## config.mk

```make
export PLATFORM = sky130hd
export DESIGN_NAME = diagnostic_event_status_tracker_top
export DESIGN_NICKNAME = d
export VERILOG_FILES = /design/src/design/dest_pkg.sv /design/src/design/dest_alu.sv /design/src/design/diagnostic_event_status_tracker_top.sv
export SDC_FILE = /design/constraint.sdc
export NUM_CORES = 1
export LEC_CHECK = 0
export BUFFER_PORTS_ARGS = -buffer_cell sky130_fd_sc_hd__buf_4
export CAP_MARGIN = 20
export CORE_ASPECT_RATIO = 1.75
export CORE_MARGIN = 3
export CORE_UTILIZATION = 25
export DETAILED_ROUTE_END_ITERATION = 7
export SYNTH_ARGS = -nofsm -noshare
export SYNTH_HDL_FRONTEND = slang
export SYNTH_SLANG_ARGS = --single-unit
```

## constraint.sdc

```tcl
create_clock -name clk -period 5.7 [get_ports clk]
set_input_delay 0.57 -clock clk [delete_from_list [all_inputs] [get_ports clk]]
set_output_delay 0.57 -clock clk [all_outputs]
set_load 0.1 [all_outputs]
```

## src/design/dest_pkg.sv

```systemverilog
// Package with shared types, constants and codes of the diagnostic event status tracker.
`timescale 1ns / 1ps

package dest_pkg;

  // Table geometry: four code registers exist, the first NUM_ENTRIES of them are scanned.
  localparam int TABLE_SLOTS = 4;
  localparam int NUM_ENTRIES = 4;
  localparam int IDX_W       = $clog2(TABLE_SLOTS);
  localparam logic [IDX_W-1:0] LAST_ENTRY = IDX_W'(NUM_ENTRIES - 1);

  // Field widths.
  localparam int CODE_W    = 24;
  localparam int CNT_W     = 16;
  localparam int THR_W     = 8;
  localparam int MASK_W    = TABLE_SLOTS;
  localparam int STATUS_W  = 2;
  localparam int CFG_IDX_W = 3;
  localparam int CFG_DATA_W = CODE_W;
  localparam int IN_DATA_W  = 32;
  localparam int OUT_DATA_W = 40;

  // Reset values of the thresholds.
  localparam logic [THR_W-1:0] CONFIRM_THR_RESET = THR_W'(3);
  localparam logic [THR_W-1:0] AGING_THR_RESET   = THR_W'(40);

  // Register indexes on the configuration channel.
  localparam logic [CFG_IDX_W-1:0] REG_CODE_A      = 3'd0;
  localparam logic [CFG_IDX_W-1:0] REG_CODE_B      = 3'd1;
  localparam logic [CFG_IDX_W-1:0] REG_CODE_C      = 3'd2;
  localparam logic [CFG_IDX_W-1:0] REG_CODE_D      = 3'd3;
  localparam logic [CFG_IDX_W-1:0] REG_ENABLE_MASK = 3'd4;
  localparam logic [CFG_IDX_W-1:0] REG_CONFIRM_THR = 3'd5;
  localparam logic [CFG_IDX_W-1:0] REG_AGING_THR   = 3'd6;

  // Item opcodes.
  localparam logic OP_REPORT = 1'b0;
  localparam logic OP_CLEAR  = 1'b1;

  // Status of one trouble code.
  typedef enum logic [STATUS_W-1:0] {
    ST_PASSED    = 2'd0,
    ST_FAILED    = 2'd1,
    ST_PENDING   = 2'd2,
    ST_CONFIRMED = 2'd3
  } status_t;

  // Sequencer states.
  typedef enum logic [2:0] {
    S_IDLE,
    S_SCAN,
    S_UPDATE,
    S_CLEAR,
    S_DONE
  } state_t;

  // Operands of the shared compare and count unit.
  typedef struct packed {
    logic [CODE_W-1:0] code_a;
    logic [CODE_W-1:0] code_b;
    logic [CNT_W-1:0]  cnt;
    logic [THR_W-1:0]  thr;
  } alu_req_t;

  // Results of the shared compare and count unit.
  typedef struct packed {
    logic             eq;
    logic [CNT_W-1:0] inc;
    logic             reached;
  } alu_rsp_t;

endpackage

```

## src/design/dest_alu.sv

```systemverilog
// Shared compare and saturating count unit used by the tracker sequencer.
`timescale 1ns / 1ps

module dest_alu (
  input  dest_pkg::alu_req_t req,
  output dest_pkg::alu_rsp_t rsp
);
  import dest_pkg::*;

  localparam logic [CNT_W-1:0] CNT_MAX = {CNT_W{1'b1}};

  logic [CNT_W-1:0] inc;

  // Code compare for the scan step.
  assign rsp.eq = (req.code_a == req.code_b);

  // Saturating increment and threshold check for the update step.
  assign inc         = (req.cnt == CNT_MAX) ? CNT_MAX : req.cnt + CNT_W'(1);
  assign rsp.inc     = inc;
  assign rsp.reached = (inc >= {{(CNT_W-THR_W){1'b0}}, req.thr});

endmodule

```

## src/design/diagnostic_event_status_tracker_top.sv

```systemverilog
// Top level of the diagnostic event status tracker: sequencer, tables and stream ports.
`timescale 1ns / 1ps
//
// Usage:
//   Items arrive on the s_* stream. s_tuser is the opcode (report or clear all),
//   s_tdata carries the trouble code and the pass or fail result. Each item gives
//   exactly one result transaction on the m_* stream.
//   The cfg_* channel writes the four entry codes, the enable mask and the two
//   thresholds; it is always ready. It must be written only while the block is
//   idle; the block itself does not enforce this. One shared compare unit
//   walks the table one entry per cycle. A report is accepted, scans the entries
//   in order until the first enabled match or the last entry, takes an update
//   step when it matches and then hands over the result. A clear item sweeps
//   all entries before its hand-over. s_tready is high only between items.
//   The result sits in an output register; a stalled receiver holds the next item
//   in its hand-over step until the register is free.
//   Synchronous reset clears the sequencer, all table entries (passed, zero
//   counters) and returns the registers to their reset values.
//
module diagnostic_event_status_tracker_top (
  input  logic                                clk,
  input  logic                                rst,
  // Input stream.
  input  logic                                s_tvalid,
  output logic                                s_tready,
  // s_tdata fields from bit 0: report_code[23:0], failed_flag[24], zero padding.
  input  logic [dest_pkg::IN_DATA_W-1:0]      s_tdata,
  // s_tuser fields from bit 0: opcode[0].
  input  logic                                s_tuser,
  // Result stream.
  output logic                                m_tvalid,
  input  logic                                m_tready,
  // m_tdata fields from bit 0: matched[0], entry_status[2:1], occurrences[18:3],
  // aging_count[34:19], zero padding.
  output logic [dest_pkg::OUT_DATA_W-1:0]     m_tdata,
  // Configuration write channel.
  input  logic                                cfg_valid,
  output logic                                cfg_ready,
  input  logic [dest_pkg::CFG_IDX_W-1:0]      cfg_index,
  input  logic [dest_pkg::CFG_DATA_W-1:0]     cfg_data
);
  import dest_pkg::*;

  // Configuration registers.
  logic [CODE_W-1:0] event_codes [TABLE_SLOTS];
  logic [MASK_W-1:0] enable_mask;
  logic [THR_W-1:0]  confirm_thr;
  logic [THR_W-1:0]  aging_thr;

  // Entry tables.
  status_t          status_table [TABLE_SLOTS];
  logic [CNT_W-1:0] occ_table    [TABLE_SLOTS];
  logic [CNT_W-1:0] aging_table  [TABLE_SLOTS];

  // Sequencer and item registers.
  state_t           state, state_next;
  logic [IDX_W-1:0] idx;
  logic [CODE_W-1:0] code_q;
  logic             failed_q;

  // Staged result and output register.
  logic             res_matched;
  status_t          res_status;
  logic [CNT_W-1:0] res_occ;
  logic [CNT_W-1:0] res_aging;
  logic             out_valid;
  logic             out_matched;
  logic [STATUS_W-1:0] out_status;
  logic [CNT_W-1:0] out_occ;
  logic [CNT_W-1:0] out_aging;

  // Control strobes and shared unit wiring.
  logic     accept;
  logic     hit;
  logic     load_out;
  alu_req_t alu_req;
  alu_rsp_t alu_rsp;

  // Update values of the selected entry.
  status_t          upd_status;
  logic [CNT_W-1:0] upd_occ;
  logic [CNT_W-1:0] upd_aging;

  dest_alu u_alu (
    .req(alu_req),
    .rsp(alu_rsp)
  );

  assign cfg_ready = 1'b1;
  assign accept    = s_tvalid && s_tready;
  assign hit       = enable_mask[idx] && alu_rsp.eq;

  // Configuration writes; an index beyond the list is ignored.
  always_ff @(posedge clk) begin
    if (rst) begin
      for (int i = 0; i < TABLE_SLOTS; i++) begin
        event_codes[i] <= '0;
      end
      enable_mask <= '0;
      confirm_thr <= CONFIRM_THR_RESET;
      aging_thr   <= AGING_THR_RESET;
    end else if (cfg_valid && cfg_ready) begin
      unique case (cfg_index)
        REG_CODE_A:      event_codes[0] <= cfg_data[CODE_W-1:0];
        REG_CODE_B:      event_codes[1] <= cfg_data[CODE_W-1:0];
        REG_CODE_C:      event_codes[2] <= cfg_data[CODE_W-1:0];
        REG_CODE_D:      event_codes[3] <= cfg_data[CODE_W-1:0];
        REG_ENABLE_MASK: enable_mask    <= cfg_data[MASK_W-1:0];
        REG_CONFIRM_THR: confirm_thr    <= cfg_data[THR_W-1:0];
        REG_AGING_THR:   aging_thr      <= cfg_data[THR_W-1:0];
        default: ;
      endcase
    end
  end

  // Next state of the sequencer.
  always_comb begin
    state_next = state;
    unique case (state)
      S_IDLE: begin
        if (s_tvalid) begin
          state_next = (s_tuser == OP_CLEAR) ? S_CLEAR : S_SCAN;
        end
      end
      S_SCAN: begin
        if (hit) begin
          state_next = S_UPDATE;
        end else if (idx == LAST_ENTRY) begin
          state_next = S_DONE;
        end
      end
      S_UPDATE: state_next = S_DONE;
      S_CLEAR: begin
        if (idx == LAST_ENTRY) begin
          state_next = S_DONE;
        end
      end
      S_DONE: begin
        if (!out_valid || m_tready) begin
          state_next = S_IDLE;
        end
      end
      default: state_next = S_IDLE;
    endcase
  end

  // Sequencer outputs and operand selection for the shared unit.
  always_comb begin
    s_tready       = (state == S_IDLE);
    load_out       = (state == S_DONE) && (!out_valid || m_tready);
    alu_req.code_a = code_q;
    alu_req.code_b = event_codes[idx];
    alu_req.cnt    = failed_q ? occ_table[idx] : aging_table[idx];
    alu_req.thr    = failed_q ? confirm_thr : aging_thr;
  end

  // New status and counters of the matched entry.
  always_comb begin
    if (failed_q) begin
      upd_occ    = alu_rsp.inc;
      upd_aging  = '0;
      upd_status = alu_rsp.reached ? ST_CONFIRMED : ST_FAILED;
    end else begin
      upd_occ   = occ_table[idx];
      upd_aging = alu_rsp.inc;
      if (alu_rsp.reached) begin
        upd_status = ST_PASSED;
      end else if (status_table[idx] == ST_FAILED) begin
        upd_status = ST_PENDING;
      end else begin
        upd_status = status_table[idx];
      end
    end
  end

  // Sequencer state, entry index and output valid.
  always_ff @(posedge clk) begin
    if (rst) begin
      state     <= S_IDLE;
      idx       <= '0;
      out_valid <= 1'b0;
    end else begin
      state <= state_next;
      if (accept) begin
        idx <= '0;
      end else if ((state == S_SCAN && !hit) || state == S_CLEAR) begin
        if (idx != LAST_ENTRY) begin
          idx <= idx + IDX_W'(1);
        end
      end
      if (load_out) begin
        out_valid <= 1'b1;
      end else if (m_tready) begin
        out_valid <= 1'b0;
      end
    end
  end

  // Entry tables: update on a match, swept to passed and zero by a clear item.
  always_ff @(posedge clk) begin
    if (rst) begin
      for (int i = 0; i < TABLE_SLOTS; i++) begin
        status_table[i] <= ST_PASSED;
        occ_table[i]    <= '0;
        aging_table[i]  <= '0;
      end
    end else if (state == S_UPDATE) begin
      status_table[idx] <= upd_status;
      occ_table[idx]    <= upd_occ;
      aging_table[idx]  <= upd_aging;
    end else if (state == S_CLEAR) begin
      status_table[idx] <= ST_PASSED;
      occ_table[idx]    <= '0;
      aging_table[idx]  <= '0;
    end
  end

  // Item payload, staged result and output register.
  always_ff @(posedge clk) begin
    if (accept) begin
      code_q      <= s_tdata[CODE_W-1:0];
      failed_q    <= s_tdata[CODE_W];
      res_matched <= 1'b0;
      res_status  <= ST_PASSED;
      res_occ     <= '0;
      res_aging   <= '0;
    end else if (state == S_UPDATE) begin
      res_matched <= 1'b1;
      res_status  <= upd_status;
      res_occ     <= upd_occ;
      res_aging   <= upd_aging;
    end
    if (load_out) begin
      out_matched <= res_matched;
      out_status  <= res_status;
      out_occ     <= res_occ;
      out_aging   <= res_aging;
    end
  end

  assign m_tvalid = out_valid;
  assign m_tdata  = {{(OUT_DATA_W-1-STATUS_W-2*CNT_W){1'b0}},
                     out_aging, out_occ, out_status, out_matched};

`ifndef NO_ASSERTIONS
  // An accepted item keeps the input closed until its result is handed over.
  a_busy_after_accept: assert property (@(posedge clk) disable iff (rst)
    accept |=> !s_tready)
    else $error("input ready again right after an accepted item");

  // The scan and clear index stays within the table.
  a_idx_range: assert property (@(posedge clk) disable iff (rst)
    (state == S_SCAN || state == S_CLEAR || state == S_UPDATE) |-> (idx <= LAST_ENTRY))
    else $error("entry index beyond the last table entry");

  // A result without a match carries all zero fields.
  a_nomatch_zero: assert property (@(posedge clk) disable iff (rst)
    (m_tvalid && !m_tdata[0]) |-> (m_tdata[OUT_DATA_W-1:1] == '0))
    else $error("unmatched result with nonzero fields");

  // A confirmed entry has seen at least one failure.
  a_confirmed_occ: assert property (@(posedge clk) disable iff (rst)
    (m_tvalid && m_tdata[2:1] == ST_CONFIRMED) |-> (m_tdata[18:3] != '0))
    else $error("confirmed result with zero occurrences");

  // A new result only comes from the hand-over state.
  a_result_source: assert property (@(posedge clk) disable iff (rst)
    $rose(m_tvalid) |-> ($past(state) == S_DONE))
    else $error("result appeared outside the hand-over step");
`endif

endmodule

```

==> PnR_summary.wiki, run 1 <==
{| class="wikitable"
! Metric !! Value
|-
| Outcome || completed
|-
| Final total negative setup slack || 0 ps
|-
| Die W || 196 µm
|-
| Class of the tightest hold or removal check || primary input to flop
|-
| Post-route fraction of the period consumed by the critical path || 92.7%
|-
| Final hold violation count || 0
|-
| Count of instances resized after the clock tree is built || 0
|-
| H-tree levels || 2
|-
| Count of hold-fix buffers inserted at cts || 0
|-
| Buffer count from post-CTS setup fixing || 0
|-
| Share of Yosys cell area claimed by the top area cell type || 55.7%
|-
| Post-route design area || 18800 µm²
|-
| Startpoint class of the critical path || flop
|-
| Routed wire per std cell || 19.8 µm
|-
| Final nets || 1361
|-
| DRC marker count from the first detailed-route iteration || 566
|-
| Residual DRC count || 0
|-
| Number of instances in the placed design || 2042
|-
| Fin. max-slew vios || 0
|-
| Crit path max fanout || 10
|-
| Num CTS Buffers || 38
|-
| Hpwl dp || 27.9 mm
|-
| Most common library cells after synthesis || edfxtp_1 (292), nor2_1 (129), and2_1 (106), nand2_1 (86)
|-
| Layout Area Growth over Synthesis || 19.3%
|-
| Die Ht || 338 µm
|-
| Slew margin rel. || 33.4%
|-
| Leakage power || 6.51 nW
|-
| CTS Sinks || 355
|-
| Standard cell core area || 62200 µm²
|-
| Internal power || 0.00469 W
|-
| Total routing resource utilization after global routing || 12.4%
|-
| Clock buffer depth || 3
|-
| Main flop type after synthesis || edfxtp_1
|-
| Number of diodes || 0
|-
| Synth warn || 0
|-
| Proportion of layout cells with a drive suffix above 1 || 22.1%
|-
| Most instantiated library cell after synthesis || edfxtp_1
|-
| Clock tree from TritonCTS || done
|-
| R2R cell count || 19
|-
| Post-Route Skew || 20.5 ps
|-
| Number of top-level pins || 108
|-
| Wire length of the first global-routing pass || 63.1 mm
|-
| Max Freq || 189 MHz
|-
| Vias per std cell || 4.63
|-
| Synthesis-stage register bit count || 355
|-
| Minimum clock period after layout || 5280 ps
|-
| Synth cell types || 68
|-
| CP Capture Type || flop
|-
| Sequential power share || 47.9%
|-
| Die Footprint || 66100 µm²
|-
| Vias in the first global route || 10300
|-
| Num rows || 121
|-
| Antenna violations before repair || 1
|-
| Kind of critical path || flop to flop
|-
| Count of antenna-violating nets left after detailed routing || 0
|-
| Average instance area after synthesis || 13.3 µm²
|-
| Worst-path clk slew || 60 ps
|-
| Capturing instance or port of the critical path || status_table[2][1]$_SDFFCE_PN0P_
|-
| Total overflow reported by the global router || 0
|-
| Sequential fraction of the synthesis area || 63.7%
|-
| CTS root buffer || clkbuf_16
|-
| Share of synthesized registers carrying an async set or reset || 0%
|-
| Port Buffers || 94
|-
| Unrepaired setup endpoints after global routing || false
|-
| Number of max-cap violations || 0
|-
| Final setup violation count || 0
|-
| Data arrival time of the worst path || 5610 ps
|-
| Required time of the critical path || 6030 ps
|-
| Filler-free cell count of the finished design || 2114
|-
| Total Power || 0.00630 W
|-
| Via count || 9792
|-
| Dominant cells by area after synthesis || edfxtp_1 (56%), dfxtp_1 (8.0%), mux4_2 (7.3%)
|-
| Number of optimization iterations in the first detailed-route pass || 5
|-
| Filler cell count || 6194
|-
| Part of the total power dissipated in the clock network || 39.9%
|-
| Part of the power in combinational logic || 12.2%
|-
| Worst Min Path Start || s_tdata[8]
|-
| Post-place instance area || 17500 µm²
|-
| Worst IR drop on VDD || 0.266 mV
|-
| Fraction of power spent switching nets || 25.6%
|-
| Pin count of the biggest net entering global routing || 76
|-
| Sum of routed wire length over all layers || 41.9 mm
|-
| Cell count after synthesis || 1185
|-
| Area of the mapped netlist || 15700 µm²
|-
| Synth area leader || edfxtp_1
|-
| Total power per unit cell area || 335 nW/µm²
|-
| Total net switching power || 0.00161 W
|-
| Starting utilization of the core area || 25.3%
|-
| Reg2reg end || status_table[2][1]$_SDFFCE_PN0P_
|-
| R2R setup slack || 420 ps
|-
| GP Congestion || 0.878
|-
| Number of synthesized flops with an enable pin || 292
|-
| Pin slew with the least headroom to its limit || 999 ps
|-
| Clock insertion delay at the later pin of the skew report || 540 ps
|}
placed cells by master (no fill, tap or decap), drive strengths merged, types with 17 or more instances in the layout:
| cell type | Yosys | final |
|---|---|---|
| edfxtp | 292 | 292 |
| buf | 25 | 135 |
| nor2 | 129 | 129 |
| and2 | 106 | 106 |
| nand2 | 86 | 86 |
| nor3 | 63 | 63 |
| dfxtp | 63 | 63 |
| mux4 | 51 | 51 |
| a21oi | 47 | 47 |
| clkbuf | 53 | 45 |
| mux2i | 44 | 44 |
| xnor2 | 20 | 20 |
| o22ai | 20 | 20 |
| inv | 17 | 20 |
| nand2b | 17 | 17 |
| clkinv | 0 | 17 |
routing by layer:
layer / part of all wire, % / GRT usage [%] / up-vias
met1: 36 / 13.1 / 4906
met2: 56 / 24.8 / 266
met4: 2.7 / 3.93 / 2
li1: - / - / 4549
met5: 0.031 / 0 / -
met3: 4.9 / 2.19 / 69
worst min-delay path by stage:
stage	endpoint	slack, ps	cells past startpoint
final	code_q[8]$_DFFE_PP_	200	1
after global routing	code_q[8]$_DFFE_PP_	180	1
after CTS	code_q[8]$_DFFE_PP_	180	1
after detailed placement	out_occ[6]$_DFFE_PP_	420	0
after global placement	out_occ[2]$_DFFE_PP_	420	0
after floorplan	out_aging[0]$_DFFE_PP_	410	0
worst max-delay path, cell delays in order, from the launching register on:
cell	delay, ps
dfxtp_2	520
mux4_2	310
nand2_1	90
nand2_1	120
ha_1	200
or3b_4	410
or4_4	570
nor2_1	150
nand2_1	80
and2_1	200
ha_1	290
nand2b_1	140
a211oi_1	260
o21ai_0	140
a21o_1	200
a41oi_1	180
a21bo_1	250
nor4_4	340
mux2_2	420
nor4_1	200
state kept, by name, indices dropped and copies added (netlist names), 2 cells and up, named ones only:
signal and cells:
code_q 24, out_occ 16, idx 2, confirm_thr 8
enable_mask 4, aging_thr 8, status_table 8, out_aging 16
occ_table 64, aging_table 64, event_codes 96, res_aging 16
out_status 2, state 3, res_status 2, res_occ 16
power by group through the flow:
| stage | clock [W] | combinational, W | sequential [W] |
|---|---|---|---|
| global route | 0.00266 | 0.000828 | 0.00303 |
| floorplan | 0 | 0.000450 | 0.00314 |
| finish | 0.00251 | 0.000770 | 0.00302 |
| detailed placement | 0 | 0.000777 | 0.00308 |
| CTS | 0.00257 | 0.000778 | 0.00302 |
| global placement | 0 | 0.000769 | 0.00307 |
final cells by class:
class | instances | area [µm²] | area share (%)
timing repair buffer | 135 | 1070 | 5.69
sequential | 355 | 10000 | 53.4
tap | 799 | 1000 | 5.32
inverter | 17 | 63.8 | 0.340
clock buffer | 45 | 1050 | 5.59
clock inverter | 24 | 214 | 1.14
multi-input combinational | 739 | 5350 | 28.5
kinds of logic (layout without fill, tap and decap cells):
| family | after synthesis | after routing | synth area share (%) |
|---|---|---|---|
| AND/OR/NAND/NOR | 471 | 471 | 15.3 |
| adder cells (fa/ha/maj) | 10 | 10 | 0.795 |
| AO/OA/AOI/OAI | 117 | 117 | 4.86 |
| XOR/XNOR | 32 | 32 | 1.78 |
| other | 2 | 6 | 0.0477 |
| flip-flops | 355 | 355 | 63.7 |
| multiplexers | 103 | 103 | 10.7 |
| buffers and inverters | 95 | 221 | 2.85 |
through the flow:
stage / hold WS [ps] / setup slack (ps) / util [%]
finish: 203 / 417 / 30.2
floorplan: 408 / 68.0 / -
global route: 182 / 42.2 / 30.2
global placement: 417 / 508 / 28.0
CTS: 176 / 400 / 30.1
detailed placement: 419 / 442 / 28.1
Power figures use the tool's default switching activity.
==> run 2: changes to the inputs <==
--- a/config.mk
+++ b/config.mk
@@ -10,6 +10,7 @@
 export CORE_ASPECT_RATIO = 1.75
 export CORE_MARGIN = 3
 export CORE_UTILIZATION = 25
+export CTS_BUF_LIST = sky130_fd_sc_hd__clkbuf_8
 export DETAILED_ROUTE_END_ITERATION = 7
 export SYNTH_ARGS = -nofsm -noshare
 export SYNTH_HDL_FRONTEND = slang
==> run 2 against run 1 <==
- maximum frequency shrank 0.15%
- hold slack lost 62 ps
- die area is the same
- register-to-register slack is essentially flat
- combinational power is essentially flat
- critical path depth is the same
- power shrank 6.1%
- sequential share of layout area grew 0.47 points
- non-clock buffer count is the same
- via count grew 1.1%
- critical endpoint unchanged
- largest cell class unchanged
==> PnR_summary.wiki, run 2 (synthesized netlist as in run 1, its figures left out) <==
{| class="wikitable"
! Metric !! Value
|-
| Part of the power in combinational logic || 13.0% (+0.8 points)
|-
| Number of instances in the placed design || 2042 (unchanged)
|-
| Pin count of the biggest net entering global routing || 76 (unchanged)
|-
| Final setup violation count || 0 (unchanged)
|-
| Sequential power share || 51.0% (+3.1 points)
|-
| Kind of critical path || flop to flop
|-
| Port Buffers || 94 (unchanged)
|-
| Sequential cell area || 10000 µm² (unchanged)
|-
| GP Congestion || 0.878 (unchanged)
|-
| Crit path max fanout || 13 (+3)
|-
| Class of the tightest hold or removal check || primary input to flop
|-
| Residual DRC count || 0 (unchanged)
|-
| Number of flip-flops in the largest register || 96 (unchanged)
|-
| CP Capture Type || flop
|-
| Minimum clock period after layout || 5290 ps (+8.07 ps)
|-
| Setup Slack @ Placement || 442 ps (unchanged)
|-
| Count of antenna-violating nets left after detailed routing || 0 (unchanged)
|-
| Die W || 196 µm (unchanged)
|-
| Filler cell count || 6240 (+0.74%)
|-
| Number of diodes || 0 (unchanged)
|-
| Final hold violation count || 0 (unchanged)
|-
| Final total negative setup slack || 0 ps (unchanged)
|-
| Layout Area Growth over Synthesis || 18.3%
|-
| Count of hold-fix buffers inserted at cts || 0 (unchanged)
|-
| Clock tree from TritonCTS || done
|-
| Final nets || 1378 (+1.2%)
|-
| Utilization of the core after routing || 29.9% (-0.26 points)
|-
| Max Freq || 189 MHz (-0.15%)
|-
| Slew margin rel. || 33.6% (+0.16 points)
|-
| Post-route fraction of the period consumed by the critical path || 92.8% (+0.14 points)
|-
| Wire length of the first global-routing pass || 63.1 mm (about the same)
|-
| Outcome || completed
|-
| Buffer count from post-CTS setup fixing || 0 (unchanged)
|-
| Vias in the first global route || 10500 (+1.8%)
|-
| Clock insertion delay at the later pin of the skew report || 610 ps (+70 ps)
|-
| Starting utilization of the core area || 25.3% (unchanged)
|-
| Startpoint class of the critical path || flop
|-
| Count of instances resized after the clock tree is built || 0 (unchanged)
|-
| Total net switching power || 0.00157 W (-2.6%)
|-
| R2R setup slack || 410 ps (about the same)
|-
| Footprint of the multi-input gates || 5350 µm² (unchanged)
|-
| Number of optimization iterations in the first detailed-route pass || 5 (unchanged)
|-
| Worst-path clk slew || 70 ps (about the same)
|-
| Highest-count cells in the layout ignoring fill and taps || edfxtp_1 (292), buf_4 (130), nor2_1 (128)
|-
| Unrepaired setup endpoints after global routing || false
|-
| Most common library cell in the layout ignoring fill and taps || edfxtp_1
|-
| Number of max-cap violations || 0 (unchanged)
|-
| DRC marker count from the first detailed-route iteration || 455 (-20%)
|-
| Biggest registers after layout || event_codes x96, aging_table x64, occ_table x64
|-
| Most flop-heavy register || event_codes
|-
| Standard cell core area || 62200 µm² (unchanged)
|-
| Num rows || 121 (unchanged)
|-
| Number of top-level pins || 108 (unchanged)
|-
| Worst path setup slack after routing || 409 ps (-8.07 ps)
|-
| CTS Sinks || 355 (unchanged)
|-
| Total overflow reported by the global router || 0 (unchanged)
|-
| Hpwl dp || 27.9 mm (unchanged)
|-
| Required time of the critical path || 6080 ps (+50 ps)
|-
| H-tree levels || 2 (unchanged)
|-
| Die Ht || 338 µm (unchanged)
|-
| Fraction of power spent switching nets || 26.6% (+0.94 points)
|-
| Routed wire per std cell || 19.5 µm (-1.6%)
|-
| Fin. max-slew vios || 0 (unchanged)
|-
| Total power per unit cell area || 318 nW/µm² (-5.3%)
|-
| Sum of routed wire length over all layers || 41.9 mm (about the same)
|-
| Num CTS Buffers || 55 (+45%)
|-
| Filler-free cell count of the finished design || 2147 (+1.6%)
|-
| Leakage power || 6.48 nW (-0.39%)
|-
| Die Footprint || 66100 µm² (unchanged)
|-
| Part of the total power dissipated in the clock network || 35.9% (-4.0 points)
|-
| Antenna violations before repair || 1 (unchanged)
|-
| Data arrival time of the worst path || 5670 ps (+60 ps)
|-
| Pin slew with the least headroom to its limit || 997 ps (-2.45 ps)
|-
| Post-Route Skew || 29.8 ps (+9.27 ps)
|-
| Worst IR drop on VDD || 0.223 mV (-16%)
|-
| Clock buffer depth || 3 (unchanged)
|-
| Proportion of layout cells with a drive suffix above 1 || 22.6% (+0.42 points)
|-
| Internal power || 0.00434 W (-7.3%)
|-
| CTS root buffer || clkbuf_8
|-
| Vias per std cell || 4.61 (-0.47%)
|-
| Via count || 9898 (+1.1%)
|-
| Total routing resource utilization after global routing || 12.4% (-0.036 points)
|}
run 2: cell types whose count changed in the layout (fill, tap and decap cells not counted):
cell        before  now
inv_1           16   30
clkbuf_8         1   61
clkinv_4         3    1
inv_6            3    1
clkinv_2         9    4
clkinvlp_4       1    4
clkinv_1         5   14
clkbuf_1         3    0
clkbuf_16       41    0
run 2: worst paths after layout:
path                                      endpoint  depth (start not counted)                       from
hold reg to reg             out_aging[0]$_DFFE_PP_                          0  res_aging[0]$_SDFFE_PP0P_
hold / removal                code_q[10]$_DFFE_PP_                          1                s_tdata[10]
setup / recovery  status_table[2][1]$_SDFFCE_PN0P_                         19         failed_q$_DFFE_PP_
setup reg to reg  status_table[2][1]$_SDFFCE_PN0P_                         19         failed_q$_DFFE_PP_
run 2: through the flow:
step	hold WS, ps	cell area, µm²	power [W]
final	141	18600	0.00592
after floorplan	408	15800	0.00359
after global routing	99.3	18600	0.00616
after CTS	80.8	18600	0.00600
after detailed placement	419	17500	0.00385
after global placement	417	17500	0.00384
run 2: layout make-up:
| type | instances | area share [%] |
|---|---|---|
| multi-input combinational | 739 | 28.7 |
| clock inverter | 41 | 1.41 |
| clock buffer | 61 | 4.51 |
| inverter | 17 | 0.343 |
| sequential | 355 | 53.9 |
| tap | 799 | 5.37 |
| timing repair buffer | 135 | 5.74 |
run 2: layer usage:
| layer | GRT usage, % | wire length [µm] |
|---|---|---|
| met5 | 0 | 20 |
| met3 | 2.29 | 2180 |
| met4 | 4.25 | 1310 |
| met2 | 24.8 | 23600 |
| met1 | 12.8 | 14800 |
run 2: power by group through the flow:
| stage | combinational, W | clock, W | sequential [W] |
|---|---|---|---|
| floorplan | 0.000450 | 0 | 0.00314 |
| global placement | 0.000769 | 0 | 0.00307 |
| detailed placement | 0.000777 | 0 | 0.00308 |
| CTS | 0.000779 | 0.00220 | 0.00302 |
| global route | 0.000827 | 0.00230 | 0.00303 |
| finish | 0.000771 | 0.00213 | 0.00302 |
run 2: worst max-delay path, stage by stage (launching register included):
cell and delay (ps):
edfxtp_1 650, inv_1 230, nand2_1 70, nand2_1 90, ha_1 200, or3b_4 420, or4_4 580, nor2_1 150
nand2_1 80, and2_1 190, ha_1 290, nand2b_1 140, a211oi_1 260, o21ai_0 140, a21o_1 200, a41oi_1 180
a21bo_1 250, nor4_4 340, mux2_2 420, nor4_1 200
